===== src/sv/deq_pkg.sv =====
`timescale 1ns / 1ps
// ----------------------------------------------------------------------------
// Double-ended queue package
// Shared payload structs, command and status codes, and the decoded work
// item that passes from the command front end to the execution back end.
// ----------------------------------------------------------------------------
package deq_pkg;

  // Command codes on the input channel. Code 7 is unused and acts as a no-op.
  typedef enum logic [2:0] {
    CMD_PUSH_FRONT = 3'd0,
    CMD_PUSH_BACK  = 3'd1,
    CMD_POP_FRONT  = 3'd2,
    CMD_POP_BACK   = 3'd3,
    CMD_READ_IDX   = 3'd4,
    CMD_WRITE_IDX  = 3'd5,
    CMD_REVERSE    = 3'd6
  } cmd_t;

  // Result status codes.
  typedef enum logic [1:0] {
    ST_OK    = 2'd0,
    ST_FULL  = 2'd1,
    ST_EMPTY = 2'd2,
    ST_RANGE = 2'd3
  } status_t;

  // Operation class produced by the front end.
  typedef enum logic [2:0] {
    OP_NOP,
    OP_PUSH,
    OP_POP,
    OP_READ,
    OP_WRITE,
    OP_REV
  } op_t;

  // Input item.
  typedef struct packed {
    logic [2:0] cmd;
    logic [7:0] data_in;
    logic [5:0] index;
  } in_t;

  // Result item.
  typedef struct packed {
    logic [1:0] status;
    logic [7:0] data_out;
    logic [6:0] count;
  } out_t;

  // Decoded work item held in the command queue.
  typedef struct packed {
    op_t        op;
    logic       at_front;
    logic [7:0] data;
    logic [5:0] index;
  } work_t;

  // Command queue between front and back end.
  localparam int QDEPTH = 2;
  localparam int QPW    = $clog2(QDEPTH);
  localparam int QCW    = $clog2(QDEPTH + 1);

endpackage


===== src/sv/deq_front.sv =====
`timescale 1ns / 1ps
// ----------------------------------------------------------------------------
// Double-ended queue command front end
// Decodes each incoming command into an operation class and an end selector,
// and buffers the decoded work in a short queue for the back end.
// ----------------------------------------------------------------------------
module deq_front
  import deq_pkg::*;
(
  input  logic  clk,
  input  logic  rst_n,
  input  logic  in_valid,
  output logic  in_ready,
  input  in_t   in_data,
  output logic  wk_valid,
  input  logic  wk_ready,
  output work_t wk
);

  work_t            dec;
  work_t            q_r [QDEPTH];
  logic [QPW-1:0]   wr_ptr_r, wr_ptr_nxt;
  logic [QPW-1:0]   rd_ptr_r, rd_ptr_nxt;
  logic [QCW-1:0]   cnt_r, cnt_nxt;
  logic             push, pop;

  // Classify the command.
  always_comb begin
    dec.data     = in_data.data_in;
    dec.index    = in_data.index;
    dec.at_front = 1'b0;
    dec.op       = OP_NOP;
    case (in_data.cmd)
      CMD_PUSH_FRONT: begin
        dec.op       = OP_PUSH;
        dec.at_front = 1'b1;
      end
      CMD_PUSH_BACK: begin
        dec.op = OP_PUSH;
      end
      CMD_POP_FRONT: begin
        dec.op       = OP_POP;
        dec.at_front = 1'b1;
      end
      CMD_POP_BACK: begin
        dec.op = OP_POP;
      end
      CMD_READ_IDX: begin
        dec.op = OP_READ;
      end
      CMD_WRITE_IDX: begin
        dec.op = OP_WRITE;
      end
      CMD_REVERSE: begin
        dec.op = OP_REV;
      end
      default: begin
        dec.op = OP_NOP;
      end
    endcase
  end

  // Queue handshake.
  assign in_ready = (cnt_r != QCW'(QDEPTH));
  assign wk_valid = (cnt_r != '0);
  assign wk       = q_r[rd_ptr_r];
  assign push     = in_valid && in_ready;
  assign pop      = wk_valid && wk_ready;

  // Pointer and occupancy update.
  always_comb begin
    wr_ptr_nxt = wr_ptr_r;
    rd_ptr_nxt = rd_ptr_r;
    cnt_nxt    = cnt_r;
    if (push) begin
      wr_ptr_nxt = (wr_ptr_r == QPW'(QDEPTH - 1)) ? '0 : wr_ptr_r + 1'b1;
    end
    if (pop) begin
      rd_ptr_nxt = (rd_ptr_r == QPW'(QDEPTH - 1)) ? '0 : rd_ptr_r + 1'b1;
    end
    if (push && !pop) begin
      cnt_nxt = cnt_r + 1'b1;
    end else if (pop && !push) begin
      cnt_nxt = cnt_r - 1'b1;
    end
  end

  always_ff @(posedge clk) begin
    if (!rst_n) begin
      wr_ptr_r <= '0;
      rd_ptr_r <= '0;
      cnt_r    <= '0;
    end else begin
      wr_ptr_r <= wr_ptr_nxt;
      rd_ptr_r <= rd_ptr_nxt;
      cnt_r    <= cnt_nxt;
    end
  end

  // Queue entries carry payload only.
  always_ff @(posedge clk) begin
    if (push) begin
      q_r[wr_ptr_r] <= dec;
    end
  end

endmodule


===== src/sv/deq_back.sv =====
`timescale 1ns / 1ps
// ----------------------------------------------------------------------------
// Double-ended queue execution back end
// Owns the circular element store, the head pointer, the fill count and the
// orientation flag. Executes one decoded command per cycle while its result
// register is free or being taken, and holds each result there until taken.
// ----------------------------------------------------------------------------
module deq_back
  import deq_pkg::*;
#(
  parameter int DEPTH      = 64,
  parameter int DATA_WIDTH = 8
) (
  input  logic  clk,
  input  logic  rst_n,
  input  logic  wk_valid,
  output logic  wk_ready,
  input  work_t wk,
  output logic  out_valid,
  input  logic  out_ready,
  output out_t  out_data
);

  localparam int PW = $clog2(DEPTH);
  localparam int CW = $clog2(DEPTH + 1);
  localparam int SW = (DATA_WIDTH < 8) ? DATA_WIDTH : 8;
  localparam int XW = (CW > 6) ? CW : 6;

  logic [SW-1:0] mem_r [DEPTH];
  logic [SW-1:0] rd_data_r;

  logic [PW-1:0] head_r, head_nxt;
  logic [CW-1:0] fill_r, fill_nxt;
  logic          rev_r, rev_nxt;

  logic          res_vld_r;
  status_t       res_status_r, res_status_nxt;
  logic [CW-1:0] res_count_r;
  logic          res_rd_r, res_rd_nxt;

  logic          exec;
  logic          full, empty, in_range, low_end;
  logic [PW-1:0] addr;
  logic          mem_we, mem_re;
  logic [CW-1:0] fill_m1, rev_off;
  logic [PW-1:0] idx_off;

  // Add an offset below DEPTH to a slot, wrapping modulo DEPTH.
  function automatic logic [PW-1:0] wrap_add(input logic [PW-1:0] a,
                                             input logic [PW-1:0] b);
    logic [PW:0] sum;
    sum = {1'b0, a} + {1'b0, b};
    if (sum >= (PW+1)'(DEPTH)) begin
      sum = sum - (PW+1)'(DEPTH);
    end
    return sum[PW-1:0];
  endfunction

  assign exec     = wk_valid && (!res_vld_r || out_ready);
  assign wk_ready = exec;

  assign full     = (fill_r == CW'(DEPTH));
  assign empty    = (fill_r == '0);
  assign in_range = (XW'(wk.index) < XW'(fill_r));
  assign low_end  = (wk.at_front != rev_r);
  assign fill_m1  = fill_r - 1'b1;
  assign rev_off  = fill_m1 - CW'(wk.index);
  assign idx_off  = rev_r ? PW'(rev_off) : PW'(wk.index);

  // Command execution: state update, store address and result status.
  always_comb begin
    head_nxt       = head_r;
    fill_nxt       = fill_r;
    rev_nxt        = rev_r;
    addr           = wrap_add(head_r, idx_off);
    mem_we         = 1'b0;
    mem_re         = 1'b0;
    res_status_nxt = ST_OK;
    res_rd_nxt     = 1'b0;
    case (wk.op)
      OP_PUSH: begin
        if (full) begin
          res_status_nxt = ST_FULL;
        end else begin
          if (low_end) begin
            head_nxt = (head_r == '0) ? PW'(DEPTH - 1) : head_r - 1'b1;
            addr     = head_nxt;
          end else begin
            addr = wrap_add(head_r, PW'(fill_r));
          end
          mem_we   = 1'b1;
          fill_nxt = fill_r + 1'b1;
        end
      end
      OP_POP: begin
        if (empty) begin
          res_status_nxt = ST_EMPTY;
        end else begin
          if (low_end) begin
            addr     = head_r;
            head_nxt = wrap_add(head_r, PW'(1));
          end else begin
            addr = wrap_add(head_r, PW'(fill_m1));
          end
          mem_re     = 1'b1;
          res_rd_nxt = 1'b1;
          fill_nxt   = fill_m1;
        end
      end
      OP_READ: begin
        if (!in_range) begin
          res_status_nxt = ST_RANGE;
        end else begin
          mem_re     = 1'b1;
          res_rd_nxt = 1'b1;
        end
      end
      OP_WRITE: begin
        if (!in_range) begin
          res_status_nxt = ST_RANGE;
        end else begin
          mem_we = 1'b1;
        end
      end
      OP_REV: begin
        rev_nxt = !rev_r;
      end
      default: begin
        res_status_nxt = ST_OK;
      end
    endcase
  end

  // Control state and result register.
  always_ff @(posedge clk) begin
    if (!rst_n) begin
      head_r    <= '0;
      fill_r    <= '0;
      rev_r     <= 1'b0;
      res_vld_r <= 1'b0;
    end else begin
      if (exec) begin
        head_r <= head_nxt;
        fill_r <= fill_nxt;
        rev_r  <= rev_nxt;
      end
      if (exec) begin
        res_vld_r <= 1'b1;
      end else if (out_ready) begin
        res_vld_r <= 1'b0;
      end
    end
  end

  always_ff @(posedge clk) begin
    if (exec) begin
      res_status_r <= res_status_nxt;
      res_count_r  <= fill_nxt;
      res_rd_r     <= res_rd_nxt;
    end
  end

  // Element store: at most one access per command, read data registered.
  always_ff @(posedge clk) begin
    if (exec && mem_we) begin
      mem_r[addr] <= SW'(wk.data);
    end
    if (exec && mem_re) begin
      rd_data_r <= mem_r[addr];
    end
  end

  // Result transfer.
  assign out_valid         = res_vld_r;
  assign out_data.status   = res_status_r;
  assign out_data.data_out = res_rd_r ? 8'(rd_data_r) : 8'd0;
  assign out_data.count    = 7'(res_count_r);

endmodule


===== src/sv/double_ended_queue_top.sv =====
`timescale 1ns / 1ps
// ----------------------------------------------------------------------------
// Double-ended queue top level
// Command front end with a two-entry command queue, feeding the execution
// back end that holds the circular element store.
// ----------------------------------------------------------------------------
// The block accepts one command per cycle and returns exactly one result per
// command, in order. A command waits in the command queue, then passes
// through the execution stage, whose single-port store read is registered
// alongside the result register, before the result can be taken. Sustained
// throughput is one command per cycle as long as results are taken; the
// command queue and the result register let either side stall on its own.
// Reverse only flips an orientation flag, so every command touches at most
// one store entry. Entries never written read back undefined, but only held
// entries are ever read.
module double_ended_queue_top
  import deq_pkg::*;
#(
  parameter int DEPTH      = 64,
  parameter int DATA_WIDTH = 8
) (
  input  logic clk,
  input  logic rst_n,
  input  logic in_valid,
  output logic in_ready,
  input  in_t  in_data,
  output logic out_valid,
  input  logic out_ready,
  output out_t out_data
);

  logic  wk_valid;
  logic  wk_ready;
  work_t wk;

  deq_front u_front (
    .clk      (clk),
    .rst_n    (rst_n),
    .in_valid (in_valid),
    .in_ready (in_ready),
    .in_data  (in_data),
    .wk_valid (wk_valid),
    .wk_ready (wk_ready),
    .wk       (wk)
  );

  deq_back #(
    .DEPTH      (DEPTH),
    .DATA_WIDTH (DATA_WIDTH)
  ) u_back (
    .clk       (clk),
    .rst_n     (rst_n),
    .wk_valid  (wk_valid),
    .wk_ready  (wk_ready),
    .wk        (wk),
    .out_valid (out_valid),
    .out_ready (out_ready),
    .out_data  (out_data)
  );

endmodule


===== config.mk =====
export PLATFORM = sky130hd
export DESIGN_NAME = double_ended_queue_top
export DESIGN_NICKNAME = d
export VERILOG_FILES = /design/src/sv/deq_pkg.sv /design/src/sv/deq_front.sv /design/src/sv/deq_back.sv /design/src/sv/double_ended_queue_top.sv
export SDC_FILE = /design/constraint.sdc
export NUM_CORES = 1
export LEC_CHECK = 0
export BUFFER_PORTS_ARGS = -buffer_cell sky130_fd_sc_hd__buf_2
export CAP_MARGIN = 15
export CORE_MARGIN = 5
export CORE_UTILIZATION = 57
export CTS_CLUSTER_SIZE = 30
export DETAILED_ROUTE_END_ITERATION = 7
export PLACE_DENSITY = 0.76
export SETUP_SLACK_MARGIN = 0.2
export SLEW_MARGIN = 20
export SYNTH_ARGS = -nofsm -noshare
export SYNTH_HDL_FRONTEND = slang
export SYNTH_HIERARCHICAL = 1
export SYNTH_SLANG_ARGS = --single-unit

===== constraint.sdc =====
create_clock -name clk -period 4.51 [get_ports clk]
set_clock_uncertainty 0.05 [all_clocks]
set_input_delay 0.451 -clock clk [delete_from_list [all_inputs] [get_ports clk]]
set_output_delay 0.451 -clock clk [all_outputs]
set_load 0.02 [all_outputs]

==> results.md <==
* Ports at 40
* Core area at 43900 um^2
* Htree depth at 2
* Syn nets at about 1800
* Unrepaired setup endpoints after global routing: true
* Hold Path Class: input port to register
* RR Endpoint: u_back/rd_data_r[4]
* Drc violations at 0
* Filler Cell Count at 2529
* Crit path kind: register to register
* Largest net degree at the start of global routing at 65
* GPL Wtd Cong at 0.976
* Synthesized flop and latch total at slightly below 600
* Initial Util at 0.573
* Ys Warns at 6
* Reg2Reg Depth at 20
* Fin. Hold Viols at 0
* Highest Clock Rate at 218 MHz
* Slew Viols, Final at 9
* First-pass DRT Iterations at 7
* Grt total ovfl at 0
* Ys async rst share at 0
* IO buf count at 39
* Synth top area cells: edfxtp_1 68%, mux2_2 4.0%, a221oi_1 3.3%
* Register area at between 15000 and 20000 um^2
* R2r setup slk at -0.07 ns
* Area growth, synth to finish at 26.8%
* Setup violators final at 3
* # nets final at 2049
* Critical path endpoint category: register
* Main flop type after synthesis: edfxtp_1
* Area occupied by multi-input gates at 8280 um^2
* CTS Root Cell: clkbuf_16
* Initial antenna violation count at 0
* Syn_area_per_cell at 14.8 um^2
* Mapped Cells at 1700
* First-pass GRT wire length at approximately 110 mm
* Number of global-route vias before repair at between 15000 and 20000
* Height of the die at between 200 and 250 um
* Mapped cell area at 25200 um^2
* Gr usage total at 0.306
* Clk sinks at 586
* Min-delay src: in_data[0]
* Arr. time, crit path at slightly below 5 ns
* Row Count at 77
* Routed Antenna Nets at 0
* Slew @ Worst Pin at about 1.5 ns
* EDFF count, synth at 566
* Min Tclk post-route at between 4 and 5 ns
* Die outline width at 220 um
* Final wirelength at ~80 mm
* Clk slew on worst S/H paths at around 0.07 ns
* Post-layout util at 0.726
* Detailed Place HPWL at roughly 48 mm
* Pre-CTS WS at -0.220 ns
* Synth area leader: edfxtp_1
* CP Launch Type: register
* Max-cap viol count at 1
* Fin crit share at 1.02
* Die Footprint at 48500 um^2
* Via count at 18200
* Cts bufs inserted at 56
* Commonest non-fill, non-tap cell in the layout: edfxtp_1
* Netlist cell types at 103
* Headroom to the max-slew limit at -0.0128
* Register area share after synthesis at 0.691
* # diodes at 0
* Vias/cell at 6.94
* PnR worst setup slack at -0.0716 ns
* Failing checks: max-capacitance violations, max-slew violations, negative setup slack
* Initial DRC Count at 3012
* Drt wl/cell at 30.3 um
* CTS tree: built
* Outcome: complete, but fails checks
* Worst Hold Depth at 1
* Longest Clk Path Bufs at 3
* CP max FO at 10
* Leading cell types in the layout, fill and taps excluded: 566 x edfxtp_1, 185 x buf_4, 89 x mux2_2, 84 x nand2_1, 72 x a221oi_1
* Hold Path End: u_front/q_r[1][0]
* Skew-Pair Late Insertion Delay at 0.64 ns
* CP required at approximately 4.8 ns
* Area fraction of the dominant cell type after synthesis at 0.675
* Layout cells sized above 1 at 0.344
==> critical path, stage by stage (launching register included) <==
cell and delay [ns]:
dfxtp_4 0.36, mux2_4 0.22, ha_4 0.13, inv_2 0.03
fa_2 0.52, nand2_2 0.05, o21ai_2 0.08, inv_1 0.07
fa_2 0.40, xor2_4 0.22, nor4_2 0.06, a22oi_1 0.18
buf_4 0.16, and4_4 0.31, nor3_4 0.09, buf_4 0.17
clkbuf_16 0.18, a221oi_2 0.45, o221ai_1 0.27, nand3b_1 0.24
nand4_1 0.11
==> synthesized netlist by cell type, types with 5 or more instances <==
| library cell | n |
|---|---|
| ha_1 | 32 |
| buf_2 | 55 |
| and3_1 | 13 |
| nor4_1 | 9 |
| nor2b_1 | 9 |
| a21boi_0 | 5 |
| clkbuf_1 | 31 |
| o2bb2ai_1 | 11 |
| a21oi_1 | 45 |
| dfxtp_1 | 20 |
| nor2_1 | 98 |
| and4_1 | 6 |
| o21ai_0 | 48 |
| nand3_1 | 65 |
| xnor2_1 | 17 |
| a21o_1 | 15 |
| a211o_1 | 9 |
| nand2b_1 | 7 |
| nand3b_1 | 6 |
| nor3_1 | 29 |
| a22o_1 | 5 |
| mux2i_1 | 18 |
| edfxtp_1 | 566 |
| o31ai_1 | 7 |
| buf_4 | 11 |
| nand2_1 | 88 |
| a211oi_1 | 13 |
| buf_1 | 7 |
| a32oi_1 | 6 |
| inv_1 | 29 |
| a221oi_1 | 96 |
| o21a_1 | 18 |
| a31oi_1 | 5 |
| o211ai_1 | 17 |
| and2_1 | 18 |
| mux2_2 | 90 |
| xor2_1 | 10 |
| nand4_1 | 11 |
| o221ai_1 | 7 |
| a22oi_1 | 44 |
==> flip-flops by register name (all words and copies together), names as in the netlist, named ones only <==
register	flops
u_back/mem_r	512
u_back/rd_data_r	8
u_back/res_count_r	7
u_back/out_valid	1
u_front/q_r	36
u_back/res_rd_r	1
u_back/res_status_r	2
u_back/head_r	6
u_front/wr_ptr_r	1
u_back/rev_r	1
u_back/fill_r	7
u_front/rd_ptr_r	1
u_front/cnt_r	2
==> routing by layer <==
metal | share of wire | up-vias | GRT usage | wire [um]
li1 | - | 7390 | - | -
met1 | 0.34 | 8935 | 0.415 | 27400
met2 | 0.46 | 1526 | 0.482 | 36400
met3 | 0.13 | 388 | 0.0650 | 10500
met4 | 0.068 | 0 | 0.138 | 5380
met5 | 0 | - | 0 | 0
==> metrics by stage <==
stage	setup TNS, ns	hold slack, ns	area, um^2	cells
2_1_floorplan	-19.29	0.462	25700	1700
3_3_place_gp	-0.269	0.443	28200	2442
3_5_place_dp	-3.71	0.462	28200	2442
4_1_cts	0	0.0235	30800	2586
5_1_grt	-2.93	0.0359	31900	2629
6_report	-0.161	0.0498	31900	2629
==> cells by family (layout without fill, tap and decap cells) <==
group | after synthesis | count (layout) | synth area share
simple gates | 401 | 401 | 0.0822
buf+inv | 135 | 472 | 0.0251
xor+xnor | 28 | 28 | 0.0100
flops | 586 | 586 | 0.691
mux | 115 | 115 | 0.0522
compound gates | 399 | 399 | 0.120
fa+ha+maj | 36 | 36 | 0.0191
==> worst max-delay path by stage <==
| stage | startpoint | end | slack, ns | depth (start not counted) |
|---|---|---|---|---|
| 6_report | register | u_back/rd_data_r[4] | -0.07 | 20 |
| 5_1_grt | register | u_back/rd_data_r[3] | -0.16 | 22 |
| 4_1_cts | u_back/fill_r[0] | u_back/rd_data_r[6] | 0.15 | 18 |
| 3_5_place_dp | u_back/fill_r[0] | u_back/rd_data_r[6] | -0.22 | 17 |
| 3_3_place_gp | register | u_back/rd_data_r[6] | -0.15 | 18 |
| 2_1_floorplan | register | u_back/mem_r[45][0] | -0.12 | 19 |
==> cell type report <==
type	count	area share
clock buffers	67	0.0452
clock inverters	36	0.0132
inverters	29	0.00341
multi-input cells	979	0.260
flip-flops and latches	586	0.545
well taps	592	0.0232
repair buffers	340	0.110
==> timing repair <==
action | 4_1_cts | 5_1_grt
pin swaps | 22 | 52
hold endpoints to repair | 26 | 0
buffers inserted | 26 | 38
hold buffers | 13 | 0
gates cloned | 2 | 5
resized for setup | 38 | 145
endpoints found under the setup margin | 519 | 520
Power is left out: the tool's default activity adds up to more than one toggle a clock period on the data nets, which glitch-free logic cannot reach.
